===== config.mk =====
export PLATFORM = sky130hd
export DESIGN_NAME = fls_sqrt
export DESIGN_NICKNAME = d
export VERILOG_FILES = /design/src/hdl/fls_pkg.sv /design/src/hdl/fls_sqrt.sv
export SDC_FILE = /design/constraint.sdc
export NUM_CORES = 2
export LEC_CHECK = 0
export BUFFER_PORTS_ARGS = -buffer_cell sky130_fd_sc_hd__buf_4
export CORE_UTILIZATION = 45
export DETAILED_ROUTE_END_ITERATION = 6
export HOLD_SLACK_MARGIN = 0.06
export MAX_ROUTING_LAYER = met4
export PLACE_DENSITY = 0.7
export SETUP_SLACK_MARGIN = 0.2
export SLEW_MARGIN = 20
export SYNTH_ARGS = -nofsm -noshare
export SYNTH_HDL_FRONTEND = slang
export SYNTH_SLANG_ARGS = --single-unit

===== constraint.sdc =====
create_clock -name clk -period 4.9 [get_ports clk]
set_clock_uncertainty 0.15 [all_clocks]
set_input_delay 0.49 -clock clk [delete_from_list [all_inputs] [get_ports clk]]
set_output_delay 0.49 -clock clk [all_outputs]
set_load 0.02 [all_outputs]

===== src/hdl/fls_pkg.sv =====
// ----------------------------------------------------------------------------
// fls_pkg: shared types and constants of the force-limited velocity scaler
// Pipeline depths, register indexes, reset values, regime codes and the
// sideband records that travel beside the square-root and divider pipelines.
// ----------------------------------------------------------------------------
package fls_pkg;

    localparam int LANES       = 3;
    localparam int SQRT_STAGES = 32;
    localparam int DIV_STEPS   = 33;
    localparam int DIV_LAT     = DIV_STEPS + 2;
    // input, squares, sums, compare, sqrt, regime, divisor, lanes
    localparam int IDX_D       = 3;
    localparam int IDX_E       = IDX_D + SQRT_STAGES + 1;
    localparam int IDX_F       = IDX_E + 1;
    localparam int PIPE_DEPTH  = IDX_F + DIV_LAT + 1;

    localparam int REG_W       = 31;
    localparam int CFG_IDX_W   = 2;

    localparam logic [CFG_IDX_W-1:0] CFG_LOW_LIMIT  = 2'd0;
    localparam logic [CFG_IDX_W-1:0] CFG_HIGH_LIMIT = 2'd1;
    localparam logic [CFG_IDX_W-1:0] CFG_GAIN       = 2'd2;

    localparam logic [REG_W-1:0] LOW_LIMIT_RST  = 31'd13107;
    localparam logic [REG_W-1:0] HIGH_LIMIT_RST = 31'd327680;
    localparam logic [REG_W-1:0] GAIN_RST       = 31'd327680;

    typedef enum logic [1:0] {
        REGIME_PASS    = 2'd0,
        REGIME_SCALED  = 2'd1,
        REGIME_CAPPED  = 2'd2,
        REGIME_BLOCKED = 2'd3
    } regime_t;

    typedef logic [62:0] divisor_t;

    typedef struct packed {
        logic [LANES-1:0][31:0] vel;
        logic                   dot_pos;
    } sq_side_t;

    typedef struct packed {
        logic [LANES-1:0][31:0] vel;
        regime_t                regime;
    } dv_side_t;

    typedef struct packed {
        logic [31:0] mag;
        logic        neg;
    } lane_in_t;

endpackage


===== src/hdl/fls_sqrt.sv =====
// ----------------------------------------------------------------------------
// fls_sqrt: pipelined integer square root
// One result bit per stage, floor of the root of a 64-bit radicand.
// ----------------------------------------------------------------------------
module fls_sqrt
(
    input  logic        clk,
    input  logic        en,
    input  logic [63:0] radicand,
    output logic [31:0] root
);
    import fls_pkg::*;

    logic [63:0] x_reg [SQRT_STAGES];
    logic [63:0] r_reg [SQRT_STAGES];
    logic [63:0] x_src [SQRT_STAGES];
    logic [63:0] r_src [SQRT_STAGES];
    logic [63:0] x_next [SQRT_STAGES];
    logic [63:0] r_next [SQRT_STAGES];

    always_comb
    begin
        x_src[0] = radicand;
        r_src[0] = 64'd0;
        for (int s = 1; s < SQRT_STAGES; s++)
        begin
            x_src[s] = x_reg[s-1];
            r_src[s] = r_reg[s-1];
        end
    end

    always_comb
    begin
        logic [64:0] bitv;
        logic [64:0] trial;
        for (int s = 0; s < SQRT_STAGES; s++)
        begin
            bitv  = 65'd1 << (62 - 2 * s);
            trial = {1'b0, r_src[s]} + bitv;
            if ({1'b0, x_src[s]} >= trial)
            begin
                x_next[s] = x_src[s] - trial[63:0];
                r_next[s] = (r_src[s] >> 1) + bitv[63:0];
            end
            else
            begin
                x_next[s] = x_src[s];
                r_next[s] = r_src[s] >> 1;
            end
        end
    end

    always_ff @(posedge clk)
    begin
        if (en)
        begin
            for (int s = 0; s < SQRT_STAGES; s++)
            begin
                x_reg[s] <= x_next[s];
                r_reg[s] <= r_next[s];
            end
        end
    end

    assign root = r_reg[SQRT_STAGES-1][31:0];

endmodule


==> results.sh <==
export IMPL_status="complete, no violations"
export IMPL_end_kind="flip-flop"
export IMPL_grt_pass1_vias=77663
export IMPL_fin_crit_sh_pct=93.05
export IMPL_reg2reg_depth=11
export IMPL_grt_busiest_layer="met2"
export IMPL_grt_max_degree=193
export IMPL_wl_per_cell_um=23.65
export IMPL_rr_startpoint="r_reg[1][359]"
export IMPL_synth_edf_count=2512
export IMPL_drtIter0Drc=6200
export IMPL_syn_to_final_growth_pct=12.47
export IMPL_die_width_um=520.2
export IMPL_seq_area_um2=75430
export IMPL_hold_start="radicand[59]"
export IMPL_power_density_nw_per_um2=470.9
export IMPL_wl_um=324400
export IMPL_avgSynthCellArea_um2=12.59
export IMPL_p_leak_uw=0.05067
export IMPL_tns_ns=0
export IMPL_worstSetupStartpoint="r_reg[1][359]"
export IMPL_syn_nets=10219
export IMPL_critPathSlowestCell="edfxtp_1"
export IMPL_grt_setup_unrepaired="true"
export IMPL_syn_instance_count=9595
export IMPL_min_period_ns=4.560
export IMPL_setup_violations_final=0
export IMPL_whs_path_depth=2
export IMPL_initial_utilization_pct=45.42
export IMPL_numCtsBuffers=275
export IMPL_worstSetupPathType="flip-flop to flip-flop"
export IMPL_port_buffers=97
export IMPL_drt_pass1_iterations=6
export IMPL_place_area_um2=126500
export IMPL_path_delay_family="simple AND/OR/NAND/NOR gates"
export IMPL_vias_per_cell=5.734
export IMPL_pin_count=98
export IMPL_fin_area_um2=135900
export IMPL_tightestPinTransition_ns=1.270
export IMPL_clkSinkCount=2512
export IMPL_hold_end="x_reg[0][59]"
export IMPL_vdd_ir_drop_max_mv=0.3305
export IMPL_cts_tree="done"
export IMPL_gp_congestion=0.9697
export IMPL_critPathLaunchType="flip-flop"
export IMPL_yosysSeqAreaShare_pct=62.42
export IMPL_largest_reg_flops=1984
export IMPL_cp_required_ns=5.33
export IMPL_ys_types=104
export IMPL_h_tree_depth=5
export IMPL_fillers=22360
export IMPL_ys_warn_count=0
export IMPL_num_vias=78635
export IMPL_cts_root_buffer="clkbuf_16"
export IMPL_syn_area_um2=120800
export IMPL_drc_errors=0
export IMPL_rows=189
export IMPL_worst_ep_arrival_time_ns=4.99
export IMPL_path_clk_slew_ns=0.06
export IMPL_antenna_found_initial=18
export IMPL_drv_cap=0
export IMPL_worst_path_largest_cell_delay_ns=0.70
export IMPL_fmax_ghz=0.2193
export IMPL_crit_buf_inv=1
export IMPL_synth_largest_area_cell="edfxtp_1"
export IMPL_gr_usage_met3_pct=2.613
export IMPL_core_um2=266000
export IMPL_synth_seq_cells=2512
export IMPL_hold_ws_ns=0.1948
export IMPL_gr_usage_all_layers_pct=24.18
export IMPL_dp_hpwl_um=245900
export IMPL_die_h_um=520.2
export IMPL_path_cells="inv_1 -> ha_1 -> nand2_1 -> or3_1 -> or3_1 -> nor3_2 -> nor4_2 -> o311ai_4 -> or4b_1 -> nor4_1 -> xor2_1"
export IMPL_clk_path_buf_depth=4
export IMPL_async_reset_ff_share_pct=0
export IMPL_yosysTopAreaCellShare_pct=62.42
export IMPL_use_met2_pct=43.22
export IMPL_slew_viol_final=0
export IMPL_r2r_end="x_reg[1][446]"
export IMPL_cpMostUsedCell="or3_1"
export IMPL_yosys_top_cells_area="edfxtp_1, ha_1, xnor2_1"
export IMPL_crit_fanout=11
export IMPL_drive_gt1_share_pct=8.074
export IMPL_postRouteAntennaNets=0
export IMPL_reg2reg_slack_ns=0.34
export IMPL_ys_flop_type="edfxtp_1"
export IMPL_grt_use_met1_pct=25.78
export IMPL_insertion_delay_ns=0.88
export IMPL_gr_total_overflow=0
export IMPL_hold_class="input port to flip-flop"
export IMPL_hold_violations=0
export IMPL_finalNetCount=10590
export IMPL_multi_input_area_um2=42250
export IMPL_grt_pass1_wl_um=480400
export IMPL_slew_headroom_pct=14.57
export IMPL_die_area_um2=270600
-- cell usage after synthesis, types with 20 or more instances --
library cell	number
a21o_1	201
nor4b_1	49
o31ai_1	36
nand2_1	526
and4_1	29
or3_1	101
nand4b_1	26
nor2_1	710
a31oi_1	54
xnor2_1	475
nor3_1	270
buf_2	22
ha_1	558
or2_2	37
mux2_2	107
nor2b_1	71
nand3b_1	26
and2_1	32
a211oi_1	38
nand3_1	175
nand2b_1	106
o211ai_1	50
edfxtp_1	2512
nor3b_1	20
nand4_1	166
o21bai_1	53
o21ai_0	377
inv_1	668
nor4_1	340
xor2_1	393
or4_1	88
and3_1	53
o21a_1	87
clkbuf_1	153
a21oi_1	660
-- kinds of logic after synthesis --
kind of cell             after synthesis  share of synthesized area, %
AO/OA/AOI/OAI                       1792                         9.226
XOR/XNOR                             868                         6.291
adder cells (fa/ha/maj)              558                         5.778
buffers and inverters                862                         2.707
flip-flops                          2512                         62.42
multiplexers                         114                         1.055
AND/OR/NAND/NOR                     2889                         12.52
-- area by class of cell --
class | instances | area share (%)
multi-input cells | 6221 | 31.09
clock inverters | 150 | 1.039
well taps | 3533 | 3.253
repair buffers | 285 | 1.926
inverters | 671 | 1.853
clock buffers | 330 | 5.309
flip-flops and latches | 2512 | 55.50
diodes | 12 | 0.02210
-- how the worst max path moves through the flow --
stage	endpoint	slack (ns)	cells after the start
CTS	x_reg[1][446]	0.30	11
floorplan	x_reg[1][446]	1.31	12
finish	x_reg[1][446]	0.34	11
detailed placement	x_reg[1][434]	0.06	11
global route	x_reg[1][444]	0.20	11
global placement	x_reg[1][318]	0.05	9
-- layer usage --
metal | part of all wire [%] | up-vias
li1 | - | 36912
met1 | 37 | 38628
met2 | 52 | 2352
met3 | 4.1 | 743
met4 | 6.8 | 0
met5 | 0 | -
-- power breakdown --
group          switching (µW)  internal (µW)
clock                    8400          11800
sequential               2590          27300
combinational            8320           5610
total                   19300          44700
-- cell usage in the layout (no fill, tap or decap), types with 166 or more instances in the layout --
master	instances
ha_1	558
a21oi_1	660
inv_1	668
nor2_1	710
nor4_1	335
nand4_1	166
nor3_1	269
xor2_1	393
nand2_1	526
nand3_1	175
o21ai_0	376
xnor2_1	475
clkbuf_16	281
a21o_1	201
edfxtp_1	2512
buf_4	196
-- timing repair --
item                                   in CTS  in global routing
setup endpoints to repair                   7                  8
pin swaps                                   0                  0
gates resized for setup                     1                  3
setup buffers                               0                  2
endpoints found under the hold margin      87                  0
gates cloned                                0                  0
hold buffers                               65                  0
-- through the flow --
step / worst slack, ns / util (%) / total power [µW] / instances
after global placement: 0.04658 / 47.56 / 43830 / 13154
after floorplan: 1.315 / - / 38540 / 9595
after CTS: 0.2985 / 51.05 / 64230 / 13699
final: 0.3403 / 51.08 / 64000 / 13714
after global routing: 0.1974 / 51.08 / 66630 / 13712
after detailed placement: 0.05920 / 47.56 / 43960 / 13154
Power figures use the tool's default switching activity.
